**config.mk**
```make
export PLATFORM = sky130hd
export DESIGN_NAME = imu_frame_parser_yaw_filter_unit
export DESIGN_NICKNAME = d
export VERILOG_FILES = /design/src/design/imufp_pkg.sv /design/src/design/imufp_parse.sv /design/src/design/imu_frame_parser_yaw_filter_unit.sv
export SDC_FILE = /design/constraint.sdc
export NUM_CORES = 1
export LEC_CHECK = 0
export ABC_AREA = 1
export BUFFER_PORTS_ARGS = -buffer_cell sky130_fd_sc_hd__buf_2
export CORE_MARGIN = 8
export CORE_UTILIZATION = 50
export CTS_BUF_LIST = sky130_fd_sc_hd__clkbuf_2
export CTS_CLUSTER_SIZE = 10
export DETAILED_ROUTE_END_ITERATION = 12
export PLACE_DENSITY = 0.7
export RECOVER_POWER = 100
export REMOVE_ABC_BUFFERS = 1
export SLEW_MARGIN = 20
export SYNTH_ARGS = -nofsm -noshare
export SYNTH_HDL_FRONTEND = slang
export SYNTH_HIERARCHICAL = 1
export SYNTH_SLANG_ARGS = --single-unit
```
**constraint.sdc**
```tcl
create_clock -name clk -period 7.6 [get_ports clk]
set_clock_uncertainty 0.2 [all_clocks]
set_input_delay 1.52 -clock clk [delete_from_list [all_inputs] [get_ports clk]]
set_output_delay 1.52 -clock clk [all_outputs]
set_load 0.05 [all_outputs]
```
**src/design/imufp_pkg.sv**
```systemverilog
package imufp_pkg;

  // Frame geometry.
  localparam int FRAME_BYTES = 11;
  localparam int POS_W       = $clog2(FRAME_BYTES);
  localparam logic [POS_W-1:0] LAST_POS = POS_W'(FRAME_BYTES - 1);

  // Frame byte positions of the fields that are latched.
  localparam logic [POS_W-1:0] POS_HEADER = POS_W'(0);
  localparam logic [POS_W-1:0] POS_KIND   = POS_W'(1);
  localparam logic [POS_W-1:0] POS_Z_LOW  = POS_W'(6);
  localparam logic [POS_W-1:0] POS_Z_HIGH = POS_W'(7);

  // Result status codes.
  localparam logic [1:0] ST_OK         = 2'd0;
  localparam logic [1:0] ST_BAD_HEADER = 2'd1;
  localparam logic [1:0] ST_BAD_KIND   = 2'd2;
  localparam logic [1:0] ST_BAD_SUM    = 2'd3;

  // Configuration register indexes.
  localparam int CFG_IDX_W = 2;
  localparam logic [CFG_IDX_W-1:0] CFG_HEADER_VALUE = 2'd0;
  localparam logic [CFG_IDX_W-1:0] CFG_ANGLE_CODE   = 2'd1;
  localparam logic [CFG_IDX_W-1:0] CFG_RATE_CODE    = 2'd2;
  localparam logic [CFG_IDX_W-1:0] CFG_YAW_WEIGHT   = 2'd3;
  localparam int CFG_DATA_W = 16;

  // Configuration reset values.
  localparam logic [7:0]  RST_HEADER_VALUE = 8'd85;
  localparam logic [7:0]  RST_ANGLE_CODE   = 8'd83;
  localparam logic [7:0]  RST_RATE_CODE    = 8'd82;
  localparam logic [15:0] RST_YAW_WEIGHT   = 16'd58982;

  // Yaw arithmetic widths.
  localparam int YAW_W  = 24;
  localparam int PROD_W = 41;
  localparam logic signed [PROD_W-1:0] ROUND_HALF = 41'sd32768;

  // Check result of a completed frame, handed from the parser to the filter.
  typedef struct packed {
    logic        last;
    logic [1:0]  status;
    logic        is_angle;
    logic        is_rate;
    logic [15:0] z16;
  } imufp_res_t;

endpackage

```
**src/design/imufp_parse.sv**
```systemverilog
module imufp_parse (
  input  logic               clk,
  input  logic               rst_n,
  input  logic               valid_i,
  input  logic               fire_i,
  input  logic [7:0]         data_i,
  input  logic               first_i,
  input  logic [7:0]         header_value_i,
  input  logic [7:0]         angle_code_i,
  input  logic [7:0]         rate_code_i,
  output imufp_pkg::imufp_res_t res_o
);
  import imufp_pkg::*;

  logic [POS_W-1:0] pos_r, pos_nxt, pos_cur;
  logic [7:0]       sum_r, sum_nxt;
  logic             hdr_ok_r, hdr_ok_nxt;
  logic [7:0]       kind_r, kind_nxt;
  logic [7:0]       z_low_r, z_high_r;
  logic             is_last;
  logic             kind_angle, kind_rate;

  // Position of the current byte; the first-byte flag realigns the frame.
  assign pos_cur = first_i ? POS_HEADER : pos_r;
  assign is_last = (pos_cur >= LAST_POS);

  // Frame state for the next byte.
  always_comb begin
    pos_nxt    = is_last ? POS_HEADER : pos_cur + POS_W'(1);
    sum_nxt    = sum_r;
    hdr_ok_nxt = hdr_ok_r;
    kind_nxt   = kind_r;
    if (pos_cur == POS_HEADER) begin
      sum_nxt    = 8'd0;
      hdr_ok_nxt = (data_i == header_value_i);
    end
    if (pos_cur == POS_KIND) begin
      kind_nxt = data_i;
    end
    if (!is_last) begin
      sum_nxt = sum_nxt + data_i;
    end
  end

  always_ff @(posedge clk) begin
    if (!rst_n) begin
      pos_r    <= '0;
      sum_r    <= '0;
      hdr_ok_r <= 1'b0;
      kind_r   <= '0;
    end else if (fire_i) begin
      pos_r    <= pos_nxt;
      sum_r    <= sum_nxt;
      hdr_ok_r <= hdr_ok_nxt;
      kind_r   <= kind_nxt;
    end
  end

  // The Z bytes are always written before any frame can complete.
  always_ff @(posedge clk) begin
    if (fire_i && (pos_cur == POS_Z_LOW)) begin
      z_low_r <= data_i;
    end
    if (fire_i && (pos_cur == POS_Z_HIGH)) begin
      z_high_r <= data_i;
    end
  end

  // Checks on the last byte: header first, then type, then checksum.
  assign kind_angle = (kind_r == angle_code_i);
  assign kind_rate  = (kind_r == rate_code_i);

  always_comb begin
    res_o.last     = valid_i && is_last;
    res_o.z16      = {z_high_r, z_low_r};
    res_o.is_angle = 1'b0;
    res_o.is_rate  = 1'b0;
    if (!hdr_ok_r) begin
      res_o.status = ST_BAD_HEADER;
    end else if (!kind_angle && !kind_rate) begin
      res_o.status = ST_BAD_KIND;
    end else if (sum_r != data_i) begin
      res_o.status = ST_BAD_SUM;
    end else begin
      res_o.status   = ST_OK;
      res_o.is_angle = kind_angle;
      res_o.is_rate  = !kind_angle;
    end
  end

endmodule

```
**src/design/imu_frame_parser_yaw_filter_unit.sv**
```systemverilog
// Sensor frame parser with yaw filter. One frame byte is taken per cycle
// while the input is not stalled; a byte that does not end a frame only
// passes through the input register. The last byte of a frame produces one
// result item through the input register, the header/type/checksum check
// with the yaw difference, the 24x17 weight multiply, then rounding and the
// yaw add into the output register. Only one frame result is in the
// check-to-multiply path at a time, so a last byte that arrives while the
// previous result is still blocked there by output stall waits in the input
// register. The output register decouples the sides: bytes keep flowing
// while a result waits. Yaw is signed Q16.8 in raw angle units (32768.0 is
// 180 degrees) and wraps modulo a full circle.
module imu_frame_parser_yaw_filter_unit (
  input  logic                                clk,
  input  logic                                rst_n,
  input  logic                                in_valid,
  output logic                                in_stall,
  input  logic [7:0]                          in_data_byte,
  input  logic                                in_first_byte,
  output logic                                out_valid,
  input  logic                                out_stall,
  output logic [1:0]                          out_status,
  output logic                                out_frame_kind,
  output logic signed [23:0]                  out_yaw_out,
  output logic signed [15:0]                  out_rate_out,
  input  logic                                cfg_we,
  input  logic [imufp_pkg::CFG_IDX_W-1:0]     cfg_index,
  input  logic [imufp_pkg::CFG_DATA_W-1:0]    cfg_wdata
);
  import imufp_pkg::*;

  // Configuration registers.
  logic [7:0]  header_value_r, angle_code_r, rate_code_r;
  logic [15:0] yaw_weight_r;

  always_ff @(posedge clk) begin
    if (!rst_n) begin
      header_value_r <= RST_HEADER_VALUE;
      angle_code_r   <= RST_ANGLE_CODE;
      rate_code_r    <= RST_RATE_CODE;
      yaw_weight_r   <= RST_YAW_WEIGHT;
    end else if (cfg_we) begin
      case (cfg_index)
        CFG_HEADER_VALUE: header_value_r <= cfg_wdata[7:0];
        CFG_ANGLE_CODE:   angle_code_r   <= cfg_wdata[7:0];
        CFG_RATE_CODE:    rate_code_r    <= cfg_wdata[7:0];
        CFG_YAW_WEIGHT:   yaw_weight_r   <= cfg_wdata;
        default:          ;
      endcase
    end
  end

  // Input register.
  logic       a_valid_r;
  logic [7:0] a_data_r;
  logic       a_first_r;
  logic       a_go, a_fire, in_acc;
  imufp_res_t res;

  // Check and multiply stages.
  logic                     b_valid_r, c_valid_r;
  logic [1:0]               b_status_r, c_status_r;
  logic                     b_angle_r, c_angle_r;
  logic                     b_rate_r, c_rate_r;
  logic [15:0]              b_z16_r, c_z16_r;
  logic [YAW_W-1:0]         b_delta_r;
  logic signed [PROD_W-1:0] c_prod_r;

  // Filter state and output register.
  logic [YAW_W-1:0]         yaw_r, yaw_nxt;
  logic [15:0]              rate_r, rate_nxt;
  logic signed [PROD_W-1:0] rounded;
  logic                     out_valid_r, en_out;

  // A frame result enters the check stage only when that path is empty.
  assign a_go     = !res.last || !(b_valid_r || c_valid_r);
  assign a_fire   = a_valid_r && a_go;
  assign in_stall = a_valid_r && !a_go;
  assign in_acc   = in_valid && !in_stall;

  always_ff @(posedge clk) begin
    if (!rst_n) begin
      a_valid_r <= 1'b0;
    end else if (in_acc) begin
      a_valid_r <= 1'b1;
    end else if (a_fire) begin
      a_valid_r <= 1'b0;
    end
  end

  always_ff @(posedge clk) begin
    if (in_acc) begin
      a_data_r  <= in_data_byte;
      a_first_r <= in_first_byte;
    end
  end

  imufp_parse u_parse (
    .clk            (clk),
    .rst_n          (rst_n),
    .valid_i        (a_valid_r),
    .fire_i         (a_fire),
    .data_i         (a_data_r),
    .first_i        (a_first_r),
    .header_value_i (header_value_r),
    .angle_code_i   (angle_code_r),
    .rate_code_i    (rate_code_r),
    .res_o          (res)
  );

  // Check stage register: status and the wrapped yaw difference.
  always_ff @(posedge clk) begin
    if (!rst_n) begin
      b_valid_r <= 1'b0;
    end else begin
      b_valid_r <= a_fire && res.last;
    end
  end

  always_ff @(posedge clk) begin
    if (a_fire && res.last) begin
      b_status_r <= res.status;
      b_angle_r  <= res.is_angle;
      b_rate_r   <= res.is_rate;
      b_z16_r    <= res.z16;
      b_delta_r  <= {res.z16, 8'd0} - yaw_r;
    end
  end

  // Multiply stage: signed difference times the unsigned weight.
  always_ff @(posedge clk) begin
    if (!rst_n) begin
      c_valid_r <= 1'b0;
    end else if (b_valid_r) begin
      c_valid_r <= 1'b1;
    end else if (en_out) begin
      c_valid_r <= 1'b0;
    end
  end

  always_ff @(posedge clk) begin
    if (b_valid_r) begin
      c_status_r <= b_status_r;
      c_angle_r  <= b_angle_r;
      c_rate_r   <= b_rate_r;
      c_z16_r    <= b_z16_r;
      c_prod_r   <= $signed(b_delta_r) * $signed({1'b0, yaw_weight_r});
    end
  end

  // Round half up, drop the 16 fraction bits and add the step to the yaw.
  assign rounded = c_prod_r + ROUND_HALF;

  always_comb begin
    yaw_nxt  = yaw_r;
    rate_nxt = rate_r;
    if (c_angle_r) begin
      yaw_nxt = yaw_r + rounded[YAW_W+15:16];
    end
    if (c_rate_r) begin
      rate_nxt = c_z16_r;
    end
  end

  assign en_out = !out_valid_r || !out_stall;

  always_ff @(posedge clk) begin
    if (!rst_n) begin
      out_valid_r <= 1'b0;
      yaw_r       <= '0;
      rate_r      <= '0;
    end else if (en_out) begin
      out_valid_r <= c_valid_r;
      if (c_valid_r) begin
        yaw_r  <= yaw_nxt;
        rate_r <= rate_nxt;
      end
    end
  end

  always_ff @(posedge clk) begin
    if (en_out && c_valid_r) begin
      out_status     <= c_status_r;
      out_frame_kind <= c_rate_r;
      out_yaw_out    <= $signed(yaw_nxt);
      out_rate_out   <= $signed(rate_nxt);
    end
  end

  assign out_valid = out_valid_r;

endmodule

```
==> impl_summary.log <==
INFO  metric status = complete, but fails checks
INFO  metric cts_num_sinks = 262
INFO  metric regToRegEndpoint = c_prod_r[27]$_DFFE_PP_
INFO  metric route.final.wire_length = 67.6 mm
INFO  metric congestion_overflow_gr = 0
INFO  metric post_synthesis_sequential_area_ratio = 0.249
INFO  metric layout.area.seq = 6820 um^2
INFO  metric drive_above_1_share = 0.0587
INFO  metric maxCapViolations = 6
INFO  metric dr_total_vias = around 21000
INFO  metric buffer_ports.inserted = 76
INFO  metric start_util = 0.507
INFO  metric fin_nets = 3979
INFO  metric cts_resized = 0
INFO  metric reg2reg_from = yaw_weight_r[7]$_SDFFE_PN0P_
INFO  metric synth_mux_area_frac = 0
INFO  metric layout.cells.most_common_list = 812 x nand2_1, 797 x inv_1, 372 x fa_1
INFO  metric synth_xor_area_frac = 0.0330
INFO  metric maximum_number_of_pins_on_one_net_before_global_route_repair = 72
INFO  metric netlist_area = approximately 27000 um^2
INFO  metric first_pass_iters = 5
INFO  metric grt_setup_unrepaired = no
INFO  metric insertion_delay = 900 ps
INFO  metric timing.critical_path.fanout_max = 17
INFO  metric die_x = around 250 um
INFO  metric ys.warnings.count = 6
INFO  metric clock_tree.root_cell = clkbuf_2
INFO  metric via_count_of_the_first_global_routing_pass = 21600
INFO  metric wl_per_cell = ~16 um
INFO  metric cp.arrival = 7180 ps
INFO  metric clk_path_buf_depth = 3
INFO  metric hold_path_depth = 0
INFO  metric postLayoutSetupSlackWorst = 815 ps
INFO  metric power_density = 325 nW/um^2
INFO  metric final_common_cell = nand2_1
INFO  metric worst_hold_startpoint = b_z16_r[2]$_DFFE_PP_
INFO  metric crit_path_max_incr_delay = 970 ps
INFO  metric dr.first_iter.drc_count = 1301
INFO  metric routed_via_density = 5.08
INFO  metric final-setup-viol-count = 0
INFO  metric post_cts_buffers = 0
INFO  metric synthCells = 3360
INFO  metric violations = capacitance limit, slew limit
INFO  metric holdPathEnd = c_z16_r[2]$_DFFE_PP_
INFO  metric layout-area-overhead-vs-synth = 5.69%
INFO  metric final_antenna_net_count = 0
INFO  metric yosys.cell_types.count = 52
INFO  metric place.detailed.hpwl = 54.6 mm
INFO  metric report.final.slew_viol_count = 289
INFO  metric grt_antenna_before_repair = 1
INFO  metric detailedPlace.worstSlack = approximately 1000 ps
INFO  metric setup_tns = 0 ps
INFO  metric min_period_over_period = 0.893
INFO  metric yosys_register_bits = about 260
INFO  metric tritoncts_clock_tree = built
INFO  metric cts_hold_repair.buffers = 0
INFO  metric track_usage = 0.220
INFO  metric setup.worst_path.end_class = flop
INFO  metric area_occupied_by_multi_input_gates = 16900 um^2
INFO  metric synth_top_cells_by_area = fa_1 27%, edfxtp_1 17%, nand2_1 11%, inv_1 11%, dfxtp_1 7.7%
INFO  metric hold_violations = 0
INFO  metric path_class = reg2reg
INFO  metric syn-mean-instance-area = 8.13 um^2
INFO  metric post-synth-top-area-fraction = 0.273
INFO  metric p_leak = 14.9 nW
INFO  metric die-height = 250 um
INFO  metric fmax = 147 MHz
INFO  metric timing.slew.headroom = -1.02
INFO  metric ioPinCount = 77
INFO  metric wire_length_of_the_first_global_routing_pass = 111 mm
INFO  metric critical_path.cell_chain = clkbuf_1 -> nand2_1 -> inv_1 -> fa_1 -> inv_1 -> fa_1 -> fa_1 -> inv_1 -> fa_1 -> fa_1 -> inv_1 -> fa_1 -> inv_1 -> ha_1 -> nand2_1 -> inv_1 -> a21boi_0 -> nand2_1 -> nand2_1 -> nand2_1 -> a21oi_1 -> o21ai_0 -> nand2_1 -> nand2_1
INFO  metric layout_min_cycle_time = 6780 ps
INFO  metric cts_h_tree_depth = 3
INFO  metric drt_drc_violations_left = 0
INFO  metric worst_setup_hold_path_clk_slew = 110 ps
INFO  metric synth_enable_flop_cells = 157
INFO  metric hold_path_class = reg2reg
INFO  metric synth-adder-area-share = 0.340
INFO  metric timing.critical_path.from_type = flop
INFO  metric cts-buffers-inserted = 68
INFO  metric reg2reg_depth = 24
INFO  metric max_slew.worst_pin.slew = 3030 ps
INFO  metric filler_cell_count = about 5100
INFO  metric critical_path.most_common_cell = nand2_1
INFO  metric maximum_vdd_drop = 0.403 mV
INFO  metric timing.reg2reg.setup_slack = 820 ps
INFO  metric synthArstFlopShare = 0
INFO  metric synth-compound-area-share = 0.0663
INFO  metric synth_simple_gate_area_frac = 0.183
INFO  metric critical_path_required = 7990 ps
INFO  metric fp-row-count = 85
INFO  metric combinational_family_with_the_most_area_after_synthesis = adder cells
INFO  metric place_congestion = 0.966
INFO  metric yosysTopAreaCell = fa_1
INFO  metric critical_path.slowest_cell = dfxtp_1
INFO  metric dominantRegCellSynth = edfxtp_1
INFO  metric core_area = ~54000 um^2
INFO  metric fp.dieArea = 62400 um^2
## worst max-delay path, delay by kind of cell, from the launching register on
family	cells	cell delay [ps]
compound gates	3	690
simple gates	7	640
fa+ha+maj	7	3160
flops	1	970
buf+inv	7	820
## sequential cells by signal, summed over array words and instances, names as in the netlist, 24 cells and up
register and flops:
out_yaw_out 24, c_prod_r 25, yaw_r 24, b_delta_r 24
## layout make-up
type,count,share of cell area
clock buffer,97,0.0168
clock inverter,21,0.00464
tap,696,0.0302
timing repair buffer,120,0.0217
antenna,1,0.0000866
inverter,810,0.105
sequential,262,0.236
multi-input combinational,2166,0.585
## worst max-delay path by stage
stage                                 start                endpoint  slack [ps]  cells past startpoint
2_1_floorplan  yaw_weight_r[2]$_SDFFE_PN1P_  c_prod_r[39]$_DFFE_PP_        1630                     19
3_3_place_gp   yaw_weight_r[3]$_SDFFE_PN0P_  c_prod_r[39]$_DFFE_PP_        1070                     19
3_5_place_dp   yaw_weight_r[3]$_SDFFE_PN0P_  c_prod_r[38]$_DFFE_PP_         990                     18
4_1_cts        yaw_weight_r[2]$_SDFFE_PN1P_  c_prod_r[39]$_DFFE_PP_         900                     19
5_1_grt        yaw_weight_r[7]$_SDFFE_PN0P_  c_prod_r[27]$_DFFE_PP_         480                     24
6_report       yaw_weight_r[7]$_SDFFE_PN0P_  c_prod_r[27]$_DFFE_PP_         820                     24
## routing by layer
metal  share of wire  track usage
met5               0            0
met2            0.46        0.361
met1            0.45        0.296
met4           0.029       0.0716
met3           0.061       0.0359
## cell families after synthesis
family                     after synthesis
and+or+nand+nor                       1205
buffers and inverters                  932
adders and majority gates              519
AOI/OAI and AO/OA                      339
DFF                                    262
xor gates and xnor gates               103
## through the flow
stage	util	hold WS [ps]	power (W)	cell area, um^2	instances
finish	0.536	217	0.00939	28900	4173
global route	0.536	204	0.0104	28900	4173
CTS	0.539	206	0.00947	29100	4172
detailed placement	0.528	205	0.00845	28400	4054
global placement	0.528	202	0.00844	28400	4054
floorplan	-	200	0.00666	26900	3238
## synth_stat cells, types with 3 or more instances
master	count
nand2_2	3
nor3_2	7
nand3_2	5
nor4_1	5
dfxtp_1	105
nor2_1	199
nor3_1	17
fa_1	372
nand2_1	812
edfxtp_1	157
a22oi_1	3
o21ai_1	22
a21oi_1	151
nand4_1	22
nand3_1	104
o21ai_0	119
a31oi_1	11
or2_1	3
or2_2	7
clkbuf_1	119
inv_2	13
nand3_4	3
inv_1	793
nand2_4	3
nand3b_1	7
xnor2_1	32
a21o_1	8
xor2_1	71
o31ai_1	3
o21bai_1	11
ha_1	147
## report_power, final
part | leakage [nW] | internal [W] | switching [W] | total (W)
Combinational | 12.1 | 0.00233 | 0.00425 | 0.00658
Clock | 0.469 | 0.000384 | 0.000591 | 0.000975
Sequential | 2.27 | 0.00179 | 0.0000412 | 0.00183
No activity file was read; power rests on OpenSTA's default activity.
